File: src/hdl/sbpm_pkg.sv
// shared types, constants and helper functions of the ssb burst position mapper
// no dependencies; every other file of the block imports this package
package sbpm_pkg;

  // field widths
  localparam int SlotW    = 20;
  localparam int IdxW     = 6;
  localparam int SymW     = 4;
  localparam int ArfcnW   = 22;
  localparam int PeriodW  = 8;
  localparam int NumerW   = 2;
  localparam int CfgIdxW  = 3;
  localparam int CfgDataW = 64;
  localparam int BitmapW  = 64;

  // period in slots is period_ms shifted by up to three, so the remainder fits here
  localparam int RemW = PeriodW + (1 << NumerW) - 1;

  // remainder pipeline: slot bits are consumed msb first, a fixed share per stage
  localparam int NumStages     = 5;
  localparam int StepsPerStage = SlotW / NumStages;

  // slot geometry
  localparam int SymsPerSlot     = 14;
  localparam int SsbSyms         = 4;
  localparam int CaseDBurstSlots = 40;

  // start symbols of the two candidates in a slot
  localparam logic [SymW-1:0] SymTwo   = SymW'(2);
  localparam logic [SymW-1:0] SymFour  = SymW'(4);
  localparam logic [SymW-1:0] SymSix   = SymW'(6);
  localparam logic [SymW-1:0] SymEight = SymW'(8);

  // configuration register indexes
  typedef enum logic [CfgIdxW-1:0] {
    REG_PATTERN_CASE    = 3'd0,
    REG_CARRIER_ARFCN   = 3'd1,
    REG_FDD_MODE        = 3'd2,
    REG_CUTOFF_MAIN     = 3'd3,
    REG_CUTOFF_UNPAIRED = 3'd4,
    REG_POSITION_BITMAP = 3'd5,
    REG_PERIOD_MS       = 3'd6,
    REG_NUMEROLOGY      = 3'd7
  } cfg_reg_e;

  // ssb pattern cases
  typedef enum logic [1:0] {
    CASE_A = 2'd0,
    CASE_B = 2'd1,
    CASE_C = 2'd2,
    CASE_D = 2'd3
  } pattern_e;

  // register reset values
  localparam logic [ArfcnW-1:0]  CutoffMainReset     = ArfcnW'(600000);
  localparam logic [ArfcnW-1:0]  CutoffUnpairedReset = ArfcnW'(376000);
  localparam logic [PeriodW-1:0] PeriodMsReset       = PeriodW'(20);

  // configuration seen by the decode logic
  typedef struct packed {
    pattern_e          pattern_case;
    logic [ArfcnW-1:0] carrier_arfcn;
    logic              fdd_mode;
    logic [ArfcnW-1:0] cutoff_main_arfcn;
    logic [ArfcnW-1:0] cutoff_unpaired_arfcn;
  } cfg_t;

  // word carried through the remainder stages
  typedef struct packed {
    logic [SlotW-1:0] slot;   // original slot, used when the period is zero
    logic [SlotW-1:0] rest;   // slot bits not yet consumed, msb aligned
    logic [RemW-1:0]  rem;    // partial remainder
  } rem_word_t;

  // candidate pair of one slot
  typedef struct packed {
    logic [IdxW-1:0] first_idx;
    logic [SymW-1:0] start0;
    logic [SymW-1:0] start1;
  } cand_t;

  // one restoring remainder step: shift in a dividend bit, subtract if it fits
  function automatic logic [RemW-1:0] rem_step(logic [RemW-1:0] r, logic b,
                                               logic [RemW-1:0] d);
    logic [RemW:0] t;
    t = {r, b};
    if (t >= {1'b0, d}) begin
      t = t - {1'b0, d};
    end
    return t[RemW-1:0];
  endfunction

  // position of a case d slot pair among the pairs that carry ssbs (pair - pair/5)
  function automatic logic [3:0] pair_rank(logic [4:0] pair);
    logic [4:0] grp;
    logic [4:0] r;
    if (pair >= 5'd15) begin
      grp = 5'd3;
    end else if (pair >= 5'd10) begin
      grp = 5'd2;
    end else if (pair >= 5'd5) begin
      grp = 5'd1;
    end else begin
      grp = 5'd0;
    end
    r = pair - grp;
    return r[3:0];
  endfunction

  // exclusive end symbol: start plus ssb length, wrapped at the slot length
  function automatic logic [SymW-1:0] end_sym(logic [SymW-1:0] st);
    logic [SymW:0] t;
    t = {1'b0, st} + (SymW + 1)'(SsbSyms);
    if (t >= (SymW + 1)'(SymsPerSlot)) begin
      t = t - (SymW + 1)'(SymsPerSlot);
    end
    return t[SymW-1:0];
  endfunction

endpackage

File: src/hdl/sbpm_rem_stage.sv
// one stage of the slot modulo period pipeline: a fixed number of remainder steps
// depends on sbpm_pkg
module sbpm_rem_stage (
  input  logic                          clk_i,
  input  logic                          rst_ni,
  input  logic                          en_i,
  input  logic                          valid_i,
  input  sbpm_pkg::rem_word_t           data_i,
  input  logic [sbpm_pkg::RemW-1:0]     divisor_i,
  output logic                          valid_o,
  output sbpm_pkg::rem_word_t           data_o
);
  import sbpm_pkg::*;

  logic      valid_q;
  rem_word_t data_q, data_d;

  // consume the top slot bits, one compare and subtract each
  always_comb begin
    data_d = data_i;
    for (int j = 0; j < StepsPerStage; j++) begin
      data_d.rem  = rem_step(data_d.rem, data_d.rest[SlotW-1], divisor_i);
      data_d.rest = {data_d.rest[SlotW-2:0], 1'b0};
    end
  end

  // valid bit
  always_ff @(posedge clk_i or negedge rst_ni) begin
    if (!rst_ni) begin
      valid_q <= 1'b0;
    end else if (en_i) begin
      valid_q <= valid_i;
    end
  end

  // payload
  always_ff @(posedge clk_i) begin
    if (en_i) begin
      data_q <= data_d;
    end
  end

  assign valid_o = valid_q;
  assign data_o  = data_q;

endmodule

File: src/hdl/sbpm_decode.sv
// candidate rule of pattern cases a to d applied to the reduced slot
// depends on sbpm_pkg
module sbpm_decode (
  input  logic                          clk_i,
  input  logic                          rst_ni,
  input  logic                          en_i,
  input  logic                          valid_i,
  input  sbpm_pkg::rem_word_t           data_i,
  input  logic [sbpm_pkg::RemW-1:0]     divisor_i,
  input  sbpm_pkg::cfg_t                cfg_i,
  output logic                          valid_o,
  output sbpm_pkg::cand_t               cand_o
);
  import sbpm_pkg::*;

  logic [SlotW-1:0] s;
  logic             s_le1, s_le3, s_lt40, odd, low, ok;
  logic [4:0]       pair;
  logic [ArfcnW-1:0] cutoff;
  cand_t            cand_d, cand_q;
  logic             valid_q;

  // reduced slot; a zero period leaves the slot as it is
  always_comb begin
    if (divisor_i == '0) begin
      s = data_i.slot;
    end else begin
      s = SlotW'(data_i.rem);
    end
    s_le1  = (s[SlotW-1:1] == '0);
    s_le3  = (s[SlotW-1:2] == '0);
    s_lt40 = (s < SlotW'(CaseDBurstSlots));
    odd    = s[0];
    pair   = s[5:1];
  end

  // carrier versus cutoff test
  always_comb begin
    if (cfg_i.pattern_case == CASE_C && !cfg_i.fdd_mode) begin
      cutoff = cfg_i.cutoff_unpaired_arfcn;
    end else begin
      cutoff = cfg_i.cutoff_main_arfcn;
    end
    low = (cfg_i.carrier_arfcn <= cutoff);
  end

  // candidate positions per pattern case
  always_comb begin
    cand_d.first_idx = {3'b000, s[1:0], 1'b0};
    cand_d.start0    = SymTwo;
    cand_d.start1    = SymEight;
    ok               = 1'b0;
    unique case (cfg_i.pattern_case)
      CASE_A, CASE_C: begin
        ok = low ? s_le1 : s_le3;
      end
      CASE_B: begin
        ok            = low ? s_le1 : s_le3;
        cand_d.start0 = odd ? SymTwo : SymFour;
        cand_d.start1 = odd ? SymSix : SymEight;
      end
      CASE_D: begin
        ok = s_lt40 && (pair != 5'd4) && (pair != 5'd9) && (pair != 5'd14)
             && (pair != 5'd19);
        cand_d.first_idx = {pair_rank(pair), odd, 1'b0};
        cand_d.start0    = odd ? SymTwo : SymFour;
        cand_d.start1    = odd ? SymSix : SymEight;
      end
      default: begin
        ok = 1'b0;
      end
    endcase
  end

  // valid bit
  always_ff @(posedge clk_i or negedge rst_ni) begin
    if (!rst_ni) begin
      valid_q <= 1'b0;
    end else if (en_i) begin
      valid_q <= valid_i && ok;
    end
  end

  // payload
  always_ff @(posedge clk_i) begin
    if (en_i) begin
      cand_q <= cand_d;
    end
  end

  assign valid_o = valid_q;
  assign cand_o  = cand_q;

endmodule

File: src/hdl/sbpm_emit.sv
// bitmap filter and result output; a pair of hits goes out as two words and holds the pipe
// depends on sbpm_pkg
module sbpm_emit (
  input  logic                            clk_i,
  input  logic                            rst_ni,
  input  logic                            valid_i,
  input  sbpm_pkg::cand_t                 cand_i,
  input  logic [sbpm_pkg::BitmapW-1:0]    bitmap_i,
  output logic                            stall_o,
  output logic                            result_valid_o,
  output logic [sbpm_pkg::IdxW-1:0]       beam_idx_o,
  output logic [sbpm_pkg::SymW-1:0]       start_symbol_o,
  output logic [sbpm_pkg::SymW-1:0]       end_symbol_o,
  output logic                            last_o
);
  import sbpm_pkg::*;

  logic [IdxW-1:0] second_idx;
  logic            hit0, hit1;

  logic            pend_q, pend_d;
  logic [IdxW-1:0] pend_idx_q, pend_idx_d;
  logic [SymW-1:0] pend_st_q, pend_st_d;

  logic            out_valid_q, out_valid_d;
  logic [IdxW-1:0] out_idx_q, out_idx_d;
  logic [SymW-1:0] out_st_q, out_st_d;
  logic            out_last_q, out_last_d;

  // bitmap lookup of both candidates
  always_comb begin
    second_idx = cand_i.first_idx + IdxW'(1);
    hit0       = bitmap_i[cand_i.first_idx];
    hit1       = bitmap_i[second_idx];
  end

  // output selection: a held second word goes first, then the next candidate pair
  always_comb begin
    pend_d      = 1'b0;
    pend_idx_d  = pend_idx_q;
    pend_st_d   = pend_st_q;
    out_valid_d = 1'b0;
    out_idx_d   = out_idx_q;
    out_st_d    = out_st_q;
    out_last_d  = out_last_q;
    if (pend_q) begin
      out_valid_d = 1'b1;
      out_idx_d   = pend_idx_q;
      out_st_d    = pend_st_q;
      out_last_d  = 1'b1;
    end else if (valid_i) begin
      if (hit0) begin
        out_valid_d = 1'b1;
        out_idx_d   = cand_i.first_idx;
        out_st_d    = cand_i.start0;
        out_last_d  = !hit1;
        pend_d      = hit1;
        pend_idx_d  = second_idx;
        pend_st_d   = cand_i.start1;
      end else if (hit1) begin
        out_valid_d = 1'b1;
        out_idx_d   = second_idx;
        out_st_d    = cand_i.start1;
        out_last_d  = 1'b1;
      end
    end
  end

  // control
  always_ff @(posedge clk_i or negedge rst_ni) begin
    if (!rst_ni) begin
      pend_q      <= 1'b0;
      out_valid_q <= 1'b0;
    end else begin
      pend_q      <= pend_d;
      out_valid_q <= out_valid_d;
    end
  end

  // payload
  always_ff @(posedge clk_i) begin
    pend_idx_q <= pend_idx_d;
    pend_st_q  <= pend_st_d;
    out_idx_q  <= out_idx_d;
    out_st_q   <= out_st_d;
    out_last_q <= out_last_d;
  end

  assign stall_o        = pend_q;
  assign result_valid_o = out_valid_q;
  assign beam_idx_o     = out_idx_q;
  assign start_symbol_o = out_st_q;
  assign end_symbol_o   = end_sym(out_st_q);
  assign last_o         = out_last_q;

endmodule

File: src/hdl/ssb_burst_position_mapper_top.sv
// ssb burst position mapper: configuration registers, modulo pipeline, decode, output
// depends on sbpm_pkg, sbpm_rem_stage, sbpm_decode, sbpm_emit
//
//   channel   handshake                     payload
//   ------    ---------------------------   ----------------------------------------
//   slot in   start_i, busy_o               slot_index_i
//   result    result_valid_o (strobe)       beam_idx_o, start_symbol_o,
//                                           end_symbol_o, last_o
//   config    cfg_we_i                      cfg_idx_i, cfg_wdata_i
//
// a slot word is taken when start_i is high and busy_o low; its results pass through
// the five remainder stages, the decode register and the output register.
// a new slot can enter every cycle while busy_o is low; a slot with two results holds
// the whole pipe while its second word goes out, with busy_o high for a single cycle.
// reset clears all valid bits and loads the register defaults; no clearing pass.
module ssb_burst_position_mapper_top (
  input  logic                              clk_i,
  input  logic                              rst_ni,
  input  logic                              start_i,
  output logic                              busy_o,
  input  logic [sbpm_pkg::SlotW-1:0]        slot_index_i,
  input  logic                              cfg_we_i,
  input  logic [sbpm_pkg::CfgIdxW-1:0]      cfg_idx_i,
  input  logic [sbpm_pkg::CfgDataW-1:0]     cfg_wdata_i,
  output logic                              result_valid_o,
  output logic [sbpm_pkg::IdxW-1:0]         beam_idx_o,
  output logic [sbpm_pkg::SymW-1:0]         start_symbol_o,
  output logic [sbpm_pkg::SymW-1:0]         end_symbol_o,
  output logic                              last_o
);
  import sbpm_pkg::*;

  cfg_t               cfg_q;
  logic [BitmapW-1:0] bitmap_q;
  logic [PeriodW-1:0] period_ms_q;
  logic [NumerW-1:0]  numerology_q;
  logic [RemW-1:0]    divisor;

  logic               stall, en;
  logic               stg_valid [NumStages+1];
  rem_word_t          stg_data  [NumStages+1];
  logic               dec_valid;
  cand_t              dec_cand;

  // configuration registers
  always_ff @(posedge clk_i or negedge rst_ni) begin
    if (!rst_ni) begin
      cfg_q.pattern_case          <= CASE_A;
      cfg_q.carrier_arfcn         <= '0;
      cfg_q.fdd_mode              <= 1'b1;
      cfg_q.cutoff_main_arfcn     <= CutoffMainReset;
      cfg_q.cutoff_unpaired_arfcn <= CutoffUnpairedReset;
      bitmap_q                    <= '0;
      period_ms_q                 <= PeriodMsReset;
      numerology_q                <= '0;
    end else if (cfg_we_i) begin
      unique case (cfg_reg_e'(cfg_idx_i))
        REG_PATTERN_CASE:    cfg_q.pattern_case          <= pattern_e'(cfg_wdata_i[1:0]);
        REG_CARRIER_ARFCN:   cfg_q.carrier_arfcn         <= cfg_wdata_i[ArfcnW-1:0];
        REG_FDD_MODE:        cfg_q.fdd_mode              <= cfg_wdata_i[0];
        REG_CUTOFF_MAIN:     cfg_q.cutoff_main_arfcn     <= cfg_wdata_i[ArfcnW-1:0];
        REG_CUTOFF_UNPAIRED: cfg_q.cutoff_unpaired_arfcn <= cfg_wdata_i[ArfcnW-1:0];
        REG_POSITION_BITMAP: bitmap_q                    <= cfg_wdata_i[BitmapW-1:0];
        REG_PERIOD_MS:       period_ms_q                 <= cfg_wdata_i[PeriodW-1:0];
        REG_NUMEROLOGY:      numerology_q                <= cfg_wdata_i[NumerW-1:0];
        default: begin
        end
      endcase
    end
  end

  // period in slots
  assign divisor = RemW'(period_ms_q) << numerology_q;

  // pipeline advance: the output stage holds everything while a second word is out
  assign en     = !stall;
  assign busy_o = stall;

  // remainder pipeline input
  assign stg_valid[0]     = start_i;
  assign stg_data[0].slot = slot_index_i;
  assign stg_data[0].rest = slot_index_i;
  assign stg_data[0].rem  = '0;

  for (genvar g = 0; g < NumStages; g++) begin : g_rem
    sbpm_rem_stage u_stage (
      .clk_i     (clk_i),
      .rst_ni    (rst_ni),
      .en_i      (en),
      .valid_i   (stg_valid[g]),
      .data_i    (stg_data[g]),
      .divisor_i (divisor),
      .valid_o   (stg_valid[g+1]),
      .data_o    (stg_data[g+1])
    );
  end

  // candidate decode
  sbpm_decode u_decode (
    .clk_i     (clk_i),
    .rst_ni    (rst_ni),
    .en_i      (en),
    .valid_i   (stg_valid[NumStages]),
    .data_i    (stg_data[NumStages]),
    .divisor_i (divisor),
    .cfg_i     (cfg_q),
    .valid_o   (dec_valid),
    .cand_o    (dec_cand)
  );

  // bitmap filter and output words
  sbpm_emit u_emit (
    .clk_i          (clk_i),
    .rst_ni         (rst_ni),
    .valid_i        (dec_valid),
    .cand_i         (dec_cand),
    .bitmap_i       (bitmap_q),
    .stall_o        (stall),
    .result_valid_o (result_valid_o),
    .beam_idx_o     (beam_idx_o),
    .start_symbol_o (start_symbol_o),
    .end_symbol_o   (end_symbol_o),
    .last_o         (last_o)
  );

endmodule

File: config.mk
export PLATFORM = sky130hd
export DESIGN_NAME = ssb_burst_position_mapper_top
export DESIGN_NICKNAME = d
export VERILOG_FILES = /design/src/hdl/sbpm_pkg.sv /design/src/hdl/sbpm_rem_stage.sv /design/src/hdl/sbpm_decode.sv /design/src/hdl/sbpm_emit.sv /design/src/hdl/ssb_burst_position_mapper_top.sv
export SDC_FILE = /design/constraint.sdc
export NUM_CORES = 1
export LEC_CHECK = 0
export BUFFER_PORTS_ARGS = -buffer_cell sky130_fd_sc_hd__buf_2
export CAP_MARGIN = 20
export CORE_MARGIN = 3
export CORE_UTILIZATION = 30
export CTS_CLUSTER_DIAMETER = 150
export CTS_CLUSTER_SIZE = 14
export DETAILED_ROUTE_END_ITERATION = 12
export MAX_ROUTING_LAYER = met4
export PLACE_DENSITY_LB_ADDON = 0.12
export SKIP_LAST_GASP = 1
export SLEW_MARGIN = 20
export SYNTH_ARGS = -nofsm -noshare
export SYNTH_HDL_FRONTEND = slang
export SYNTH_SLANG_ARGS = --single-unit
File: constraint.sdc
create_clock -name clk_i -period 37 [get_ports clk_i]
set_input_delay 7.4 -clock clk_i [delete_from_list [all_inputs] [get_ports clk_i]]
set_output_delay 7.4 -clock clk_i [all_outputs]
set_load 0.1 [all_outputs]
Word level (Yosys, flattened, before mapping):

Index checks and enable logic that the tools add are counted.

* bitwise gates (word level): 1
* reductions and logical operators: 29
* eq/ne operators: 14
* order comparisons: 28
* muxes and demuxes: 53
* shift operators: 1
* div/mod/pow operators: 0
* $add $sub $neg: 24
* $mul: 0

Operator list (number)
* $ge A12 B11 Y1: 19
* $mux W11: 20
* $sub A11 B11 Y11: 19
* $mux W4: 7
* $mux W6: 4
* $le A22 B22 Y1: 1
* $mux W22: 1
* $lt A20 B6 Y1 const B: 1
* $mux W20: 1
* $reduce_and A2 Y1: 10
* $logic_not A19 Y1: 1
* $logic_not A18 Y1: 1
* $ge A5 B4 Y1 const B: 3
* $lt A6 B7 Y1 const B: 2
* $mux W1: 13
* $bmux W1 S6: 2
* $eq A3 B3 Y1 const B: 4
* $ge A1 B11 Y1: 1
* $logic_not A11 Y1: 1
* $shl A8 B2 Y11: 1
* $sub A1 B11 Y11: 1
* $ne A5 B4 Y1 const B: 2
* $add A6 B1 Y6 const B: 1
* $eq A3 B2 Y1 const B: 2
* 22 further kinds: 32

* register bits after elaboration: 381
* word-level logic and storage cells: 189
* memories: 0
* bits in writable memories: 0
* input port bits: 91
* bits in latches: 0
* ROM bits: 0

Depth between registers and ports, before layout:

* depth after elaboration: 10
* gate-level depth with buffers: 46

By module:

A second synthesis with hierarchy kept.

* cells, all modules: 2656
* area, all modules: 29878.7 um2

By module, submodules not included
* sbpm_rem_stage at g_rem[0].u_stage ...: times used 2, sequential area each 1436.4 um2, cells each 400, area each 4028.9 um2
* ssb_burst_position_mapper_top: times used 1, sequential area each 3603.5 um2, cells each 334, area each 5834.3 um2
* sbpm_rem_stage at g_rem[1].u_stage: times used 1, sequential area each 1436.4 um2, cells each 393, area each 4124.0 um2
* sbpm_rem_stage at g_rem[4].u_stage: times used 1, sequential area each 1436.4 um2, cells each 398, area each 4006.3 um2
* sbpm_rem_stage at g_rem[2].u_stage: times used 1, sequential area each 1436.4 um2, cells each 375, area each 3915.0 um2
* sbpm_emit: times used 1, sequential area each 670.6 um2, cells each 181, area each 2346.0 um2
* sbpm_decode: times used 1, sequential area each 295.3 um2, cells each 175, area each 1595.3 um2

Least setup slack after synthesis:

Ideal clock, no wire load.

* path type: input -> register
* from: input slot_index_i[19] in the netlist's numbering
* to: register g_rem[0].u_stage.data_q, in the netlist g_rem[0].u_stage.data_o[1], data pin
* data required time: 36.740 ns
* library setup time: 0.260 ns
* setup slack: 22.543 ns
* cell stages on the path: 36
* arrival: 14.197 ns
* path through: inv_1 -> ha_1 -> nor2_1 -> or2_1 -> clkbuf_1 -> a21oi_1 -> ha_1 -> or3_1 -> nand2b_1 -> a2bb2oi_1 -> a31o_2 -> a211oi_1 -> buf_2 -> nor2_1 -> a21oi_2 -> fa_1 -> nor2b_1 -> o21ai_0 -> a21oi_1 -> o21ai_0 -> a21oi_1 -> o22a_1 -> a21oi_1 -> buf_2 -> mux2i_1 -> fa_1 -> a21o_1 -> a21oi_1 -> nand2b_1 -> a21boi_0 -> o211ai_1 -> a21oi_1 -> o21ai_0 -> o2111ai_2 -> buf_8 -> mux2_4

RTL lines
* start, declared: RTL line ssb_burst_position_mapper_top.sv:21 `input logic [sbpm_pkg::SlotW-1:0] slot_index_i,`
* end signal, assigned: RTL line sbpm_rem_stage.sv:39 `data_q <= data_d;`
* end, declared: RTL line sbpm_rem_stage.sv:16 `rem_word_t data_q, data_d;`

==> parameters.txt <==
Parameter                              Value

Route
  Antenna Violating Nets Remaining ... 0
  Routed length per placed instance ... 19.0 um
  Total iterations of the first detailed-routing run ... 4
  DRC violations left ... 0
  Final Routed Wirelength ... 66.8 mm
  Routed via count divided by cell count ... 5.19
  Detailed Route Iter0 Violations ... 935
  Vias ... 18200

Setup path
  Cell with the largest stage delay on the worst path ... o2111ai_2
  Worst setup EP type ... flop
  Worst setup SP type ... input pin
  Maximum fanout along the worst path ... 14
  Endpoint arrival time on the critical path ... 15.33 ns
  Critical path required time ... 37.35 ns
  Biggest cell delay along the critical path ... 0.49 ns
  Most Frequent Cell on Critical Path ... a21oi_1
  Startpoint-to-endpoint class of the critical path ... input pin to flop

Clocking
  Clock Pin Slew Worst Setup and Hold Paths ... roughly 0.08 ns
  Setup Buffers After CTS ... 0
  CTS H-tree lvls ... 1
  Clock tree buffer depth ... 3
  TritonCTS clock tree ... done
  Post-cts hold buffer count ... 0
  Count of instances resized after the clock tree is built ... 0
  Total clock sinks ... 332
  Later-pin clock latency in the skew report ... 0.62 ns
  Cell at the root of the clock tree ... clkbuf_16
  Num CTS Buffers ... 28

Floorplanning
  Count of pins on the block boundary ... 108
  Die width ... 294 um
  Die Footprint ... approximately 86000 um^2
  Height of the chip ... between 200 and 300 um
  Floorplan Core Area ... between 80000 and 90000 um^2
  Placement Rows ... ~100
  Initial core utilization ... 30.6%

Timing
  Final-report hold violation count ... 0
  Timing-limited maximum frequency ... 66.8 MHz
  Final Critical Period ... 14.98 ns
  Setup repair after global routing missed its margin ... false
  Max-slew violation count ... 0
  Worst Skew ... 0.0242 ns
  Headroom to the max-slew limit ... 31.9%
  Total Negative Setup Slacks ... 0 ns
  Fraction of the cycle the final worst path needs ... 40.5%
  Actual slew at the worst max-slew pin ... 1.02 ns
  Setup-failing EPs final ... 0

Logic synthesis
  Number of enable flip-flop cells after synthesis ... 180
  Distinct cell type count of the synthesized netlist ... 91
  Most used flip-flop cell after synthesis ... edfxtp_1
  Area leader, netlist ... edfxtp_1
  Post-synthesis cell count ... ~2300
  Post-synthesis instance area ... 24800 um^2
  Sequential element share of the synthesized area ... between 30 and 40%
  Number of flip-flops and latches in the synthesized netlist ... 332
  Average size of a mapped cell ... 10.7 um^2
  Cell types occupying the most area after synthesis ... edfxtp_1 22%, dfrtp_1 13%, ha_1 12%
  Number of warnings reported in the yosys synthesis log ... 0
  Proportion of netlist area held by the largest area contributor ... 21.8%
  FFs w/ async S/R, synth ... between 40% and 50%

Layout
  Layout-stage area growth over the synthesis result ... 11.1%
  Layout net count ... 2773
  Fraction of layout instances using a drive strength above 1 ... 20.0%

GRT
  Number of global-route vias before repair ... around 18000
  Total congestion overflow ... 0
  First-pass GRT wire length ... 104 mm
  Number of antenna violations at the first check in global routing ... 3
  All-Layer GR Usage ... about 16%
  Pin count of the biggest net entering global routing ... 109

Hold path
  Worst hold path class ... flop to flop

Outcome
  Status ... complete, no violations

Flow run
  MaxCap Viol Count ... 0

Placement
  Post-DP HPWL ... 48.9 mm
  I/O Buffers ... 105
  Routability congestion estimate ... 0.840
-- placed cells by master, fill, tap and decap left out, types with 20 or more instances in the layout --
master and count:
dfrtp_1 131, xor2_1 56, nand2_1 110, fa_1 21
nor2_1 140, nor3_1 48, nand3_1 35, buf_4 31
dfstp_2 20, a211oi_1 23, xnor2_1 73, mux2i_1 61
nand2b_1 39, mux4_2 24, nor2b_1 30, and3_1 21
nand4_1 42, clkbuf_16 28, ha_1 237, o21ai_0 100
a21oi_1 131, edfxtp_1 180, mux2_2 231, clkbuf_1 21
o21a_1 29, buf_2 104, inv_1 120, a21o_1 65
-- cell type report --
class | count | area (um^2)
clock buffer | 49 | 779
sequential | 332 | 9230
fill | 8140 | 53600
clock inverter | 3 | 52.6
inverter | 121 | 462
tap | 1060 | 1330
timing repair buffer | 136 | 764
antenna | 4 | 10.0
multi-input combinational | 1805 | 14900
-- per-layer routing --
metal / GRT usage, % / routed length (um)
met1: 20.0 / 31200
met2: 26.1 / 31600
met3: 2.05 / 2370
met4: 3.48 / 1570
met5: - / 0
-- cells by family (layout without fill, tap and decap cells) --
kind of cell	Yosys count	after routing	synth area share, %
simple gates	554	554	11.4
compound gates	525	525	14.2
mux	336	336	16.2
flops	332	332	37.2
fa+ha+maj	259	259	13.7
buf+inv	175	309	2.79
xor+xnor	129	129	4.55
other cells	1	6	0.0151
-- worst paths after layout --
path | from | endpoint | slack (ns) | cells past startpoint
max | slot_index_i[19] | g_rem[0].u_stage.data_o[6] | 22.02 | 35
min | g_rem[0].u_stage.data_o[42] | g_rem[1].u_stage.data_o[42] | 0.41 | 0
max reg2reg | numerology_q[0] | g_rem[4].u_stage.data_o[1] | 24.79 | 37
min reg2reg | g_rem[0].u_stage.data_o[42] | g_rem[1].u_stage.data_o[42] | 0.41 | 0
max in group asynchronous | rst_ni | bitmap_q[17] | 28.82 | 2
min in group asynchronous | rst_ni | bitmap_q[34] | 6.93 | 1
-- Yosys cell counts, types with 20 or more instances --
| cell | instances |
|---|---|
| nor2_1 | 140 |
| a21o_1 | 65 |
| o21ai_0 | 100 |
| o21a_1 | 29 |
| a21oi_1 | 132 |
| nand4_1 | 42 |
| ha_1 | 237 |
| edfxtp_1 | 180 |
| and3_1 | 21 |
| nand2b_1 | 39 |
| dfstp_2 | 20 |
| xor2_1 | 56 |
| nor3_1 | 49 |
| mux2_2 | 231 |
| inv_1 | 120 |
| dfrtp_1 | 131 |
| xnor2_1 | 73 |
| nand3_1 | 35 |
| nor2b_1 | 30 |
| fa_1 | 21 |
| mux4_2 | 24 |
| clkbuf_1 | 39 |
| a211oi_1 | 23 |
| nand2_1 | 110 |
| mux2i_1 | 62 |
-- stage by stage --
stage / hold WS, ns / instance area [um^2] / cells / setup slack, ns / utilization, %
after floorplan: 0.400 / 24800 / 2312 / 22.54 / -
after global placement: 0.401 / 26700 / 3454 / 21.59 / 32.9
after detailed placement: 0.405 / 26700 / 3454 / 21.42 / 32.9
after CTS: 0.409 / 27600 / 3506 / 22.05 / 33.9
after global routing: 0.418 / 27600 / 3509 / 21.23 / 34.0
final: 0.412 / 27600 / 3510 / 22.02 / 34.0
-- state kept, by name (all words and copies together) (netlist names), 2 cells and up --
name,cells
u_decode.cand_o,9
period_ms_q,8
numerology_q,2
cfg_q,69
bitmap_q,64
u_emit.pend_idx_q,5
u_emit.start_symbol_o,3
g_rem.u_stage.valid_o,5
u_emit.beam_idx_o,6
g_rem.u_stage.data_o,155
u_emit.pend_st_q,2
-- critical path: cells and delay by family --
family | cells | cell delay (ns)
buffers and inverters | 4 | 0.66
AO/OA/AOI/OAI | 18 | 3.81
multiplexers | 3 | 1.04
AND/OR/NAND/NOR | 6 | 1.15
adder cells (fa/ha/maj) | 4 | 1.24
Power is left out: the tool's default activity adds up to more than one toggle a clock period on the data nets, which glitch-free logic cannot reach.
